### config.mk
export PLATFORM = sky130hd
export DESIGN_NAME = sic_ctrl
export DESIGN_NICKNAME = d
export VERILOG_FILES = /design/src/hw/rtl/sic_pkg.sv /design/src/hw/rtl/sic_ctrl.sv
export SDC_FILE = /design/constraint.sdc
export NUM_CORES = 1
export LEC_CHECK = 0
export BUFFER_PORTS_ARGS = -buffer_cell sky130_fd_sc_hd__buf_2
export CAP_MARGIN = 30
export CORE_MARGIN = 2
export CORE_UTILIZATION = 40
export CTS_CLUSTER_DIAMETER = 80
export CTS_CLUSTER_SIZE = 12
export DETAILED_ROUTE_END_ITERATION = 7
export GPL_TIMING_DRIVEN = 1
export MAX_ROUTING_LAYER = met4
export SKIP_CTS_REPAIR_TIMING = 1
export SYNTH_ARGS = -nofsm -noshare
export SYNTH_HDL_FRONTEND = slang
export SYNTH_SLANG_ARGS = --single-unit
### constraint.sdc
create_clock -name clk -period 3.12 [get_ports clk]
set_input_delay 0.156 -clock clk [delete_from_list [all_inputs] [get_ports clk]]
set_output_delay 0.156 -clock clk [all_outputs]
set_load 0.02 [all_outputs]
### src/hw/rtl/sic_pkg.sv
// Shared types and constants for the substring inversion counter.
`default_nettype none
package sic_pkg;

  localparam int COUNT_W    = 23;
  localparam int POS_W      = 13;
  localparam int LETTER_W   = 6;
  localparam int IN_LET_W   = 5;

  localparam logic OP_WRITE = 1'b0;
  localparam logic OP_QUERY = 1'b1;

  typedef struct packed {
    logic                opcode;
    logic [POS_W-1:0]    position;
    logic [IN_LET_W-1:0] letter;
    logic [POS_W-1:0]    range_first;
    logic [POS_W-1:0]    range_last;
  } in_item_t;

  typedef struct packed {
    logic [COUNT_W-1:0] inversion_count;
    logic               range_error;
  } out_result_t;

  // Control from the sequencer to the suffix count unit.
  typedef struct packed {
    logic                clear;
    logic                inc;
    logic [LETTER_W-1:0] letter;
  } hist_ctl_t;

  typedef enum logic [1:0] {
    ST_IDLE,
    ST_WALK,
    ST_DRAIN
  } state_t;

endpackage
`default_nettype wire

### src/hw/rtl/sic_ctrl.sv
// Sequencer: range check, store walk, shared accumulator and result register.
`default_nettype none
module sic_ctrl
  import sic_pkg::*;
#(
  parameter int MAX_LEN  = 4096,
  parameter int ALPHABET = 26,
  parameter int AW       = 12,
  parameter int LTW      = 5,
  parameter int CW       = 13
) (
  input  wire logic             clk,
  input  wire logic             rst_n,
  input  wire logic             start,
  input  wire in_item_t         item,
  input  wire logic [POS_W-1:0] text_length,
  output      logic             busy,
  output      logic             mem_we,
  output      logic [AW-1:0]    mem_waddr,
  output      logic [LTW-1:0]   mem_wdata,
  output      logic             mem_re,
  output      logic [AW-1:0]    mem_raddr,
  input  wire logic [LTW-1:0]   mem_rdata,
  output      hist_ctl_t        hist_ctl,
  input  wire logic [CW-1:0]    gt_count,
  output      logic             out_valid,
  output      out_result_t      out_result
);

  localparam int SUM_W = COUNT_W + 1;

  state_t             state_r, state_nxt;
  logic [AW-1:0]      addr_r, addr_nxt;
  logic [AW-1:0]      end_r, end_nxt;
  logic               rd_vld_r, rd_vld_nxt;
  logic               rd_last_r, rd_last_nxt;
  logic [COUNT_W-1:0] acc_r, acc_nxt;
  logic               out_vld_r, out_vld_nxt;
  out_result_t        out_res_r, out_res_nxt;

  logic               accept;
  logic               range_bad;
  logic [LTW-1:0]     cur_letter;
  logic [SUM_W-1:0]   sum;
  logic [COUNT_W-1:0] sum_sat;

  assign busy   = (state_r != ST_IDLE);
  assign accept = start && !busy;

  assign range_bad = (item.range_first == '0) ||
                     (item.range_first > item.range_last) ||
                     (item.range_last > text_length) ||
                     (32'(item.range_last) > MAX_LEN);

  // Writes finish in their accept cycle; bad positions and letters are dropped.
  assign mem_we    = accept && (item.opcode == OP_WRITE) && (item.position != '0) &&
                     (32'(item.position) <= MAX_LEN) && (32'(item.letter) < ALPHABET);
  assign mem_waddr = AW'(item.position - POS_W'(1));
  assign mem_wdata = LTW'(item.letter);

  assign mem_re    = (state_r == ST_WALK);
  assign mem_raddr = addr_r;

  assign cur_letter = (32'(mem_rdata) >= ALPHABET) ? '0 : mem_rdata;

  assign hist_ctl.clear  = accept && (item.opcode == OP_QUERY) && !range_bad;
  assign hist_ctl.inc    = rd_vld_r;
  assign hist_ctl.letter = LETTER_W'(cur_letter);

  // The accumulator saturates and stays saturated.
  assign sum     = SUM_W'(acc_r) + SUM_W'(gt_count);
  assign sum_sat = sum[SUM_W-1] ? '1 : sum[COUNT_W-1:0];

  always_comb begin
    state_nxt   = state_r;
    addr_nxt    = addr_r;
    end_nxt     = end_r;
    rd_vld_nxt  = 1'b0;
    rd_last_nxt = 1'b0;
    acc_nxt     = acc_r;
    out_vld_nxt = 1'b0;
    out_res_nxt = out_res_r;

    if (rd_vld_r) begin
      acc_nxt = sum_sat;
      if (rd_last_r) begin
        out_vld_nxt                 = 1'b1;
        out_res_nxt.inversion_count = sum_sat;
        out_res_nxt.range_error     = 1'b0;
      end
    end

    case (state_r)
      ST_IDLE: begin
        if (accept && (item.opcode == OP_QUERY)) begin
          if (range_bad) begin
            out_vld_nxt                 = 1'b1;
            out_res_nxt.inversion_count = '0;
            out_res_nxt.range_error     = 1'b1;
          end else begin
            addr_nxt  = AW'(item.range_first - POS_W'(1));
            end_nxt   = AW'(item.range_last - POS_W'(1));
            acc_nxt   = '0;
            state_nxt = ST_WALK;
          end
        end
      end
      ST_WALK: begin
        rd_vld_nxt  = 1'b1;
        rd_last_nxt = (addr_r == end_r);
        if (addr_r == end_r) begin
          state_nxt = ST_DRAIN;
        end else begin
          addr_nxt = addr_r + AW'(1);
        end
      end
      ST_DRAIN: begin
        // The last letter read is being counted in this cycle.
        state_nxt = ST_IDLE;
      end
      default: begin
        state_nxt = ST_IDLE;
      end
    endcase
  end

  always_ff @(posedge clk) begin
    if (!rst_n) begin
      state_r   <= ST_IDLE;
      rd_vld_r  <= 1'b0;
      rd_last_r <= 1'b0;
      out_vld_r <= 1'b0;
    end else begin
      state_r   <= state_nxt;
      rd_vld_r  <= rd_vld_nxt;
      rd_last_r <= rd_last_nxt;
      out_vld_r <= out_vld_nxt;
    end
  end

  always_ff @(posedge clk) begin
    addr_r    <= addr_nxt;
    end_r     <= end_nxt;
    acc_r     <= acc_nxt;
    out_res_r <= out_res_nxt;
  end

  assign out_valid  = out_vld_r;
  assign out_result = out_res_r;

  a_result_when_idle: assert property (@(posedge clk) disable iff (!rst_n)
    out_vld_r |-> !busy)
    else $error("result strobe while a walk is still running");

  a_error_zero_count: assert property (@(posedge clk) disable iff (!rst_n)
    (out_vld_r && out_res_r.range_error) |-> (out_res_r.inversion_count == '0))
    else $error("rejected range carries a nonzero count");

  a_last_read_gives_result: assert property (@(posedge clk) disable iff (!rst_n)
    (rd_vld_r && rd_last_r) |=> (out_vld_r && !out_res_r.range_error))
    else $error("last letter of a walk did not produce a result");

  a_good_query_walks: assert property (@(posedge clk) disable iff (!rst_n)
    (accept && (item.opcode == OP_QUERY) && !range_bad) |=> (busy && !out_vld_r))
    else $error("accepted query did not start a walk");

  a_read_only_in_walk: assert property (@(posedge clk) disable iff (!rst_n)
    rd_vld_r |-> (state_r == ST_WALK || state_r == ST_DRAIN))
    else $error("store data arrived outside a walk");

endmodule
`default_nettype wire

## Word level (Yosys, flattened, before mapping)

Cells that the tools add are included.

| storage, ports and cells | value |
|---|---|
| register bits | 76 |
| latch bits | 0 |
| bits in writable memories | 0 |
| ROM bits | 0 |
| input bits | 79 |
| output and inout port bits | 65 |
| logic and storage cells | 74 |
| memories kept | 0 |

| operators by class | value |
|---|---|
| add/sub/neg operators | 5 |
| $mul | 0 |
| divide/modulo/power cells | 0 |
| order comparisons | 6 |
| equal/unequal tests | 6 |
| shifts and indexed selects | 0 |
| mux-type cells | 25 |
| bitwise logic cells | 2 |
| reductions and logical operators | 21 |

Operators with widths:

| cell | number |
|---|---|
| $mux 24 | 5 |
| $mux 23 | 5 |
| $mux 12 | 3 |
| $sub 12x1->12 const B | 3 |
| $gt 13x13->1 | 2 |
| $add 23x13->24 | 1 |
| $pmux 12 s2 | 1 |
| $gt 13x13->1 const B | 1 |
| $le 13x13->1 const B | 1 |
| $logic_not 13->1 | 1 |
| $reduce_bool 13->1 | 1 |
| $add 12x1->12 const B | 1 |
| $eq 12x12->1 | 1 |
| $logic_and 1x1->1 | 7 |
| $mux 1 | 6 |
| $mux 2 | 3 |
| $ne 2x2->1 const B | 3 |
| $reduce_and 3->1 | 2 |
| $ge 5x5->1 const B | 1 |
| $lt 5x5->1 const B | 1 |
| $mux 5 | 1 |
| $pmux 2 s2 | 1 |
| $reduce_and 4->1 | 1 |
| $reduce_bool 2->1 | 2 |
| other kinds (7) | 11 |

## Depth between registers and ports, before layout

Gate-level depths: netlist (run 1).

| depth | value |
|---|---|
| depth after elaboration | 7 |
| depth in mapped cells | 11 |
| mapped depth without buffers | 10 |

## Least setup slack after synthesis (run 1)

No wires, ideal clock.

| timing path | value |
|---|---|
| kind | input port to flip-flop |
| start | input port text_length[2] |
| end | register addr_r[0], in the netlist mem_raddr[0] (enable) |
| setup time | 321 ps |
| arrival | 2312 ps |
| data required time | 2799 ps |
| path slack | 487 ps |
| cell stages on the path | 10 |
| buffers on the path | 1 |
| cells stage by stage | inv_1 -> ha_1 -> a21o_1 -> a21o_1 -> a221o_1 -> a221o_1 -> a2111oi_4 -> and3_1 -> buf_6 -> or2_2 |

| between the ends | value |
|---|---|
| word-level cells in the longest chain between the ends | 5 |

RTL lines:

| what | line | text |
|---|---|---|
| from (decl) | sic_ctrl.sv:16 | `input wire logic [POS_W-1:0] text_length,` |
| $gt 13x13->1 | sic_ctrl.sv:52 | `(item.range_last > text_length) \|\|` |
| $logic_or 1x1->1 | sic_ctrl.sv:51 | `(item.range_first > item.range_last) \|\|` |
| $logic_or 1x1->1 | sic_ctrl.sv:52 |  |
| $ne 2x2->1 (no line) | n/a |  |
| $reduce_and 4->1 (no line) | n/a |  |
| to (signal assigned) | sic_ctrl.sv:142 | `addr_r <= addr_nxt;` |
| to (decl) | sic_ctrl.sv:33 | `logic [AW-1:0] addr_r, addr_nxt;` |

No other way between the ends.
A chain may end at the register's enable or synchronous reset.

==> impl_metrics.csv, run 1 <==
group,metric,value,unit
logic_synthesis,netlist_area,0.00524,mm²
sta,rsz0062_at_grt,"no",
worst_setup_path,worst_setup_path_end_kind,"output port",
layout,final_common_cell,"buf_2",
cts,cts_max_level,3,
logic_synthesis,ys_ff_latch,76,
floorplanning,fp.dieW,118,µm
power_and_ir_drop,ir_worst_vdd,0.000261,V
routing,wl,12800,µm
routing,wl_per_cell,14.2,µm
global_route,grt_use_total,18.9,%
sta,period_minus_slack,2.90,ns
sta,hold_viol,0,
sta,tns,0,ns
floorplanning,core_area,0.0127,mm²
global_route,grt_first_pass_wirelength,20800,µm
sta,slew_headroom,59.2,%
sta,max_freq,345,MHz
worst_setup_path,cp_max_fo,25,
logic_synthesis,synthArstFlopShare,0,%
cts,cts_buffers,9,
routing,drtPass1Iterations,4,
cts,tritoncts,"done",
floorplanning,die_area,0.0140,mm²
power_and_ir_drop,p_leak,2.84,nW
worst_setup_path,r2r-start,"acc_r[4]",
worst_setup_path,r2r_end,"acc_r[17]",
floorplanning,initial_core_util,41.2,%
cts,clockBufferDepth,2,
logic_synthesis,synth_cell_types,56,
logic_synthesis,ys.flop_type,"dfxtp_1",
sta,drv_slew,0,
routing,drt-initial-drc-count,264,
min_path,hold_class,"primary input to flip-flop",
worst_setup_path,crit_required,2.96,ns
power_and_ir_drop,power.total,3.44,mW
logic_synthesis,yosysSeqAreaShare,33.6,%
layout,layout_common_cells,"buf_2 (140), nor2_1 (77), dfxtp_1 (52)",
global_route,grt_max_degree,39,
power_and_ir_drop,pwr-share-seq,35.0,%
floorplanning,io_pins,144,
floorplanning,die_y,118,µm
layout,utilization,50.2,%
worst_setup_path,crit_type,"primary input to output port",
worst_setup_path,worst-r2r-cell-count,9,
floorplanning,fp-row-count,41,
power_and_ir_drop,comb_power_share,36.0,%
worst_setup_path,r2r_slack,0.47,ns
sta,worst_slew_pin_slew,0.612,ns
global_route,grt_overflow_total,0,
layout,diodes,0,
place,placed_cell_area,0.00609,mm²
sta,skew,0.00746,ns
global_route,antenna_found_initial,0,
power_and_ir_drop,p_sw,1.17,mW
global_route,grt_pass1_vias,4398,
sta,setup_viol,0,
routing,ant_nets,0,
outcome,outcome,"complete, no violations",
logic_synthesis,synth.avg_cell_area,8.81,µm²
power_and_ir_drop,p_int,2.27,mW
cts,worst_skew_pair.late_latency,0.34,ns
worst_setup_path,cp-start-kind,"primary input",
routing,vias,4631,
layout,syn_to_final_growth,21.7,%
cts,clk_pin_slew,0.06,ns
layout,drive_gt1_share,26.7,%
sta,fin_crit_sh,92.9,%
power_and_ir_drop,switching_share,34.1,%
layout,design_area,0.00638,mm²
cts,cts_root_buffer,"clkbuf_16",
layout,n_fill_cell,1239,
cts,cts_num_sinks,76,
sta,hold_ws,0.0977,ns
power_and_ir_drop,power.density,539,mW/mm²
power_and_ir_drop,clock_power_share,29.0,%
place,dp_cells,891,
worst_setup_path,critPathLaunch,"item[2]",
routing,drc_errors,0,
sta,fin_ws,0.221,ns
worst_setup_path,endpoint,"hist_ctl[7]",
place,dp_hpwl,10300,µm
place,io_buffers,140,
logic_synthesis,syn_nets,718,
layout,final_nets,853,
place,finalWeightedCongestion,0.877,
worst_setup_path,critical_path_arrival,2.74,ns
place,place_ws,0.137,ns
logic_synthesis,postSynthCellCount,595,
layout,stdcell_count,906,
logic_synthesis,yosys_warnings,0,
logic_synthesis,synth_edf_count,24,
routing,viasPerCell,5.11,
run,maxCapViolCount,0,
[cells by family after synthesis]
family / Yosys count / share of synthesized area (%)
flops: 76 / 33.6
other cells: 1 / 0.0715
compound gates: 134 / 19.6
simple gates: 208 / 19.5
buf+inv: 68 / 5.92
xor+xnor: 64 / 10.7
fa+ha+maj: 44 / 10.6
[worst max-delay path, stage by stage]
cell	delay (ns)
buf_2	0.13
ha_1	0.31
a21o_1	0.16
a21o_1	0.16
a221o_1	0.31
a221o_1	0.34
a2111oi_4	0.44
and3_1	0.30
buf_12	0.23
buf_2	0.20
[sequential cells by signal, indices dropped and copies added, names as in the netlist]
name and flops:
state_r 2, rd_vld_r 1, end_r 12, rd_last_r 1
out_result 24, mem_raddr 12, acc_r 23, out_valid 1
[cell usage after synthesis, drive strengths merged, types with 5 or more instances]
cell type | instances | share of area (%)
clkbuf | 13 | 0.93
a21o | 12 | 1.7
dfxtp | 52 | 20
buf | 13 | 2.0
inv | 42 | 3.0
a31oi | 5 | 0.60
ha | 43 | 10
o211ai | 6 | 0.86
nand2 | 34 | 2.5
a21oi | 32 | 3.1
xor2 | 22 | 3.7
and2 | 13 | 1.6
nor2 | 79 | 5.8
nand3 | 20 | 1.9
a211oi | 32 | 5.7
nand4 | 9 | 1.1
nor3 | 16 | 1.7
edfxtp | 24 | 14
xnor2 | 42 | 7.0
and3 | 10 | 1.2
o21ai | 17 | 1.6
a311oi | 7 | 1.6
[power by group through the flow]
stage	clock, mW	sequential (mW)	combinational, mW
3_5_place_dp	0	1.22	1.24
3_3_place_gp	0	1.22	1.21
5_1_grt	1.07	1.21	1.39
6_report	0.998	1.20	1.24
2_1_floorplan	0	1.21	0.928
4_1_cts	1.02	1.20	1.24
[how the worst min path moves through the flow]
stage          cells past startpoint  startpoint            to  slack [ns]
3_3_place_gp                       0    item[26]  mem_wdata[0]        0.31
3_5_place_dp                       0    item[26]  mem_wdata[0]        0.31
5_1_grt                            2       rst_n     out_valid        0.09
4_1_cts                            2       rst_n     out_valid        0.08
2_1_floorplan                      1       rst_n    state_r[0]        0.27
6_report                           2       rst_n     out_valid         0.1
[metal layers]
layer  global-route usage (%)  wire [µm]  vias up
li1                         -          -     2390
met1                     23.7       5980     2105
met2                     31.4       6070      118
met3                     2.65        528       18
met4                     6.40        243        0
met5                        -          0        -
[cell type report]
class | instances | area, µm² | area share [%]
clock buffer | 12 | 268 | 4.20
sequential | 76 | 1760 | 27.6
tap | 172 | 215 | 3.37
inverter | 42 | 158 | 2.47
multi-input combinational | 451 | 3170 | 49.7
clock inverter | 3 | 18.8 | 0.294
timing repair buffer | 150 | 788 | 12.4
Note: power is estimated with default switching activity, not from simulation.
==> run 2, diff against run 1 <==
==> constraint.sdc (replaced) <==
create_clock -name clk -period 3.12 [get_ports clk]
set_input_delay 0 -clock clk [delete_from_list [all_inputs] [get_ports clk]]
set_output_delay 0 -clock clk [all_outputs]
set_load 0.02 [all_outputs]
==> run 2 against run 1 <==
  * Worst setup slack better by 0.19 ns
  * Via count up 0.50%
  * Sequential power hardly changed
  * Largest cell class unchanged
  * Register-to-register slack got worse by 0.06 ns
  * Sequential share of layout area grew 0.19 points
  * Critical path depth stayed put
  * First-iteration DRC count down 14%
  * Flip-flop and latch count is the same
==> impl_metrics.csv, run 2 (synthesized netlist as in run 1, its figures left out) <==
group,metric,value,unit
layout,syn_to_final_growth,20.9,%
floorplanning,initial_core_util,41.2,%
power_and_ir_drop,ir_worst_vdd,0.000263,V
sta,slew_headroom,59.8,%
sta,skew,0.00950,ns
sta,hold_viol,0,
layout,multi_input_area,0.00317,mm²
cts,clk_pin_slew,0.05,ns
sta,setup_viol,0,
global_route,antenna_found_initial,0,
global_route,grt_first_pass_wirelength,20700,µm
place,dp_hpwl,10100,µm
worst_setup_path,crit_required,3.36,ns
sta,drv_slew,0,
cts,cts_root_buffer,"clkbuf_16",
cts,clockBufferDepth,2,
floorplanning,fp-row-count,41,
layout,final_nets,852,
sta,rsz0062_at_grt,"no",
floorplanning,core_area,0.0127,mm²
routing,ant_nets,0,
worst_setup_path,worst_setup_path_end_kind,"flip-flop",
layout,drive_gt1_share,26.3,%
layout,layout_common_cells,"buf_2 (140), nor2_1 (77), dfxtp_1 (52)",
layout,largest_reg_flops,24,
routing,wl,12700,µm
min_path,hold_class,"primary input to output port",
place,io_buffers,140,
worst_setup_path,crit_chain,"ha_1 -> inv_1 -> fa_1 -> nand2b_1 -> a21oi_1 -> o21ai_0 -> a31oi_1 -> nand3_1 -> a21bo_2 -> a221oi_1",
floorplanning,io_pins,144,
layout,diodes,0,
global_route,grt_pass1_vias,4506,
power_and_ir_drop,p_leak,2.81,nW
global_route,grt_overflow_total,0,
layout,n_fill_cell,1261,
run,maxCapViolCount,0,
worst_setup_path,cp-start-kind,"flip-flop",
routing,drtPass1Iterations,4,
worst_setup_path,slowest_stage,"a31oi_1",
floorplanning,die_area,0.0140,mm²
global_route,grt_max_degree,39,
routing,viasPerCell,5.14,
worst_setup_path,critical_path_arrival,2.95,ns
place,finalWeightedCongestion,0.892,
global_route,grt_use_total,18.5,%
layout,register_area,0.00176,mm²
sta,period_minus_slack,2.71,ns
routing,drc_errors,0,
floorplanning,die_y,118,µm
layout,final_common_cell,"buf_2",
power_and_ir_drop,power.density,529,mW/mm²
routing,vias,4654,
cts,tritoncts,"done",
cts,cts_buffers,9,
power_and_ir_drop,power.total,3.35,mW
sta,worst_slew_pin_slew,0.603,ns
worst_setup_path,max_stage_delay,0.44,ns
sta,fin_crit_sh,87.0,%
sta,tns,0,ns
cts,worst_skew_pair.late_latency,0.34,ns
routing,wl_per_cell,14.0,µm
worst_setup_path,cp_max_fo,6,
floorplanning,fp.dieW,118,µm
cts,cts_max_level,3,
sta,max_freq,369,MHz
routing,drt-initial-drc-count,226,
outcome,outcome,"complete, no violations",
cts,cts_num_sinks,76,
worst_setup_path,crit_type,"flip-flop to flip-flop",
run 2: changes by cell type in the layout (fill, tap and decap cells not counted):
cell	before	now
clkinvlp_4	0	2
buf_12	1	0
buf_4	9	8
clkbuf_1	1	2
clkbuf_16	10	9
clkbuf_8	1	0
clkinv_1	0	1
dlygate4sd3_1	0	1
inv_6	1	0
run 2: critical path, delay by kind of cell, from the launching register on:
kind            cells  cell delay [ns]
simple gates        2             0.40
fa+ha+maj           2             0.57
compound gates      5             1.24
buf+inv             1             0.07
flops               1             0.34
run 2: report_power, final:
| part | total [mW] | leakage [nW] | switching (mW) | internal (mW) |
|---|---|---|---|---|
| combinational | 1.22 | 2.05 | 0.704 | 0.519 |
| clock | 0.921 | 0.123 | 0.389 | 0.533 |
| sequential | 1.21 | 0.642 | 0.0754 | 1.13 |
| total | 3.35 | 2.81 | 1.17 | 2.18 |
run 2: routing by layer:
metal  global-route usage [%]  up-vias  routed length [µm]
met4                     5.43        0                 130
met2                     31.0      108                6050
li1                         -     2392                   -
met3                     2.70       11                 498
met1                     23.2     2143                5990
met5                        -        -                   0
run 2: worst paths after layout:
| path | start | endpoint | slack (ns) | cells after the start |
|---|---|---|---|---|
| worst min-delay path | item[26] | mem_wdata[0] | 0.000009 | 0 |
| worst min register to register | out_result[22] | out_result[22] | 0.45 | 2 |
| worst max-delay path | acc_r[0] | acc_r[18] | 0.41 | 10 |
| worst max register to register | acc_r[0] | acc_r[18] | 0.41 | 10 |
run 2: metrics by stage:
stage / hold slack (ns) / setup WS (ns) / instance area, µm² / cells / utilization (%)
finish: 0.00000881 / 0.406 / 6340 / 906 / 49.8
global route: 0.0000293 / 0.116 / 6340 / 906 / 49.8
CTS: -0.0756 / 0.400 / 6330 / 905 / 49.7
detailed placement: 0.000236 / 0.328 / 6070 / 889 / 47.7
global placement: 0.000236 / 0.370 / 6070 / 889 / 47.7
floorplan: 0.0864 / 0.643 / 5240 / 595 / -
run 2: layout make-up:
| cell class | instances | area share (%) |
|---|---|---|
| clock buffer | 11 | 3.67 |
| clock inverter | 5 | 0.454 |
| inverter | 42 | 2.49 |
| multi-input combinational | 451 | 50.0 |
| sequential | 76 | 27.8 |
| tap | 172 | 3.40 |
| timing repair buffer | 149 | 12.2 |
==> run 3, diff against run 2 <==
HOLD_SLACK_MARGIN = 0.05   (was default)
==> run 3 against run 2 <==
  * Sequential share of layout area about the same
  * Combinational power about the same
  * Critical path depth is the same
  * Clock power shrank 1%
  * Fmax decreased by 0.16%
  * Via count grew 0.28%
  * Clock skew is 0.0031 ns lower
  * Routed wire length down 0.39%
  * Worst setup slack got worse by 0.0045 ns
  * Global-route usage unchanged
  * Flip-flop and latch count unchanged
  * Worst hold slack better by 0.034 ns
==> impl_metrics.csv, run 3 (synthesized netlist as in run 1, its figures left out) <==
group,metric,value,unit
floorplanning,fp-row-count,41,
floorplanning,die_y,118,µm
layout,n_fill_cell,1260,
power_and_ir_drop,p_leak,2.82,nW
min_path,hold_class,"primary input to flip-flop",
routing,wl_per_cell,13.9,µm
sta,fin_ws,0.402,ns
worst_setup_path,r2r_end,"acc_r[18]",
min_path,hold_depth,2,
layout,drive_gt1_share,26.3,%
cts,clk_pin_slew,0.05,ns
layout,layout_common_cells,"buf_2 (140), nor2_1 (77), dfxtp_1 (52)",
floorplanning,fp.dieW,118,µm
worst_setup_path,worst-r2r-cell-count,10,
place,dp_cells,889,
routing,drt-initial-drc-count,243,
place,place_ws,0.328,ns
worst_setup_path,r2r-start,"acc_r[0]",
sta,fin_crit_sh,87.1,%
min_path,holdPathEnd,"end_r[0]",
sta,tns,0,ns
routing,drtPass1Iterations,4,
sta,max_freq,368,MHz
worst_setup_path,crit_type,"flip-flop to flip-flop",
worst_setup_path,worst_setup_path_end_kind,"flip-flop",
place,dp_hpwl,10100,µm
worst_setup_path,critPathLaunch,"acc_r[0]",
worst_setup_path,cp_max_fo,6,
sta,period_minus_slack,2.72,ns
sta,slew_headroom,58.9,%
routing,drc_errors,0,
layout,final_nets,853,
routing,vias,4667,
sta,hold_viol,0,
floorplanning,die_area,0.0140,mm²
sta,worst_slew_pin_slew,0.617,ns
floorplanning,core_area,0.0127,mm²
routing,ant_nets,0,
cts,clockBufferDepth,2,
worst_setup_path,cp-start-kind,"flip-flop",
place,io_buffers,140,
place,finalWeightedCongestion,0.892,
sta,skew,0.00640,ns
routing,wl,12600,µm
sta,hold_ws,0.0343,ns
global_route,grt_max_degree,39,
worst_setup_path,critical_path_arrival,2.95,ns
power_and_ir_drop,ir_worst_vdd,0.000255,V
global_route,antenna_found_initial,0,
cts,tritoncts,"done",
sta,setup_viol,0,
sta,rsz0062_at_grt,"no",
layout,syn_to_final_growth,21.1,%
layout,diodes,0,
global_route,grt_use_total,18.5,%
layout,final_common_cell,"buf_2",
sta,drv_slew,0,
outcome,outcome,"complete, no violations",
cts,cts_buffers,9,
cts,cts_root_buffer,"clkbuf_16",
worst_setup_path,crit_required,3.35,ns
cts,cts_max_level,3,
routing,viasPerCell,5.15,
global_route,grt_pass1_vias,4506,
min_path,hp-start,"item[0]",
power_and_ir_drop,power.density,526,mW/mm²
cts,cts_num_sinks,76,
floorplanning,io_pins,144,
layout,stdcell_count,907,
layout,design_area,0.00635,mm²
layout,largest_reg_flops,24,
place,placed_cell_area,0.00607,mm²
worst_setup_path,r2r_slack,0.40,ns
cts,worst_skew_pair.late_latency,0.33,ns
floorplanning,initial_core_util,41.2,%
global_route,grt_first_pass_wirelength,20700,µm
run,maxCapViolCount,0,
global_route,grt_overflow_total,0,
-- run 3: changes by cell type in the layout (fill, tap and decap cells not counted) --
cell           before  now
dlygate4sd3_1       1    2
-- run 3: worst max path at each step --
stage	cells after the start	endpoint	slack, ns
finish	10	acc_r[18]	0.40
global route	10	acc_r[20]	0.12
CTS	10	acc_r[20]	0.40
detailed placement	9	mem_raddr[4]	0.33
global placement	9	mem_raddr[4]	0.37
floorplan	10	mem_raddr[0]	0.64
-- run 3: final cells by class --
type | count | area, µm² | share of cell area (%)
clock buffer | 11 | 233 | 3.67
clock inverter | 5 | 28.8 | 0.453
inverter | 42 | 158 | 2.48
multi-input combinational | 451 | 3170 | 50.0
sequential | 76 | 1760 | 27.7
tap | 172 | 215 | 3.39
timing repair buffer | 150 | 781 | 12.3
-- run 3: power by group --
part / internal [mW] / total [mW] / switching [mW]
clock: 0.532 / 0.908 / 0.376
sequential: 1.13 / 1.21 / 0.0753
combinational: 0.520 / 1.23 / 0.705
-- run 3: layer usage --
metal  GRT usage [%]  up-vias  wire [µm]
li1                -     2394          -
met4            5.43        0         63
met1            23.2     2154       5870
met5               -        -          0
met3            2.70        4        542
met2            31.0      115       6140
-- run 3: worst max-delay path, cell delays in order (launching register included) --
cell and delay, ns:
dfxtp_1 0.34, ha_1 0.19, inv_1 0.07, fa_1 0.38, nand2b_1 0.19, a21oi_1 0.18, o21ai_0 0.15, a31oi_1 0.44
nand3_1 0.21, a21bo_2 0.25, a221oi_1 0.22
-- run 3: stage by stage --
stage | utilization (%) | total power, mW
after floorplan | - | 2.14
after global placement | 47.7 | 2.42
after detailed placement | 47.7 | 2.44
after CTS | 49.7 | 3.37
after global routing | 49.9 | 3.57
final | 49.9 | 3.34
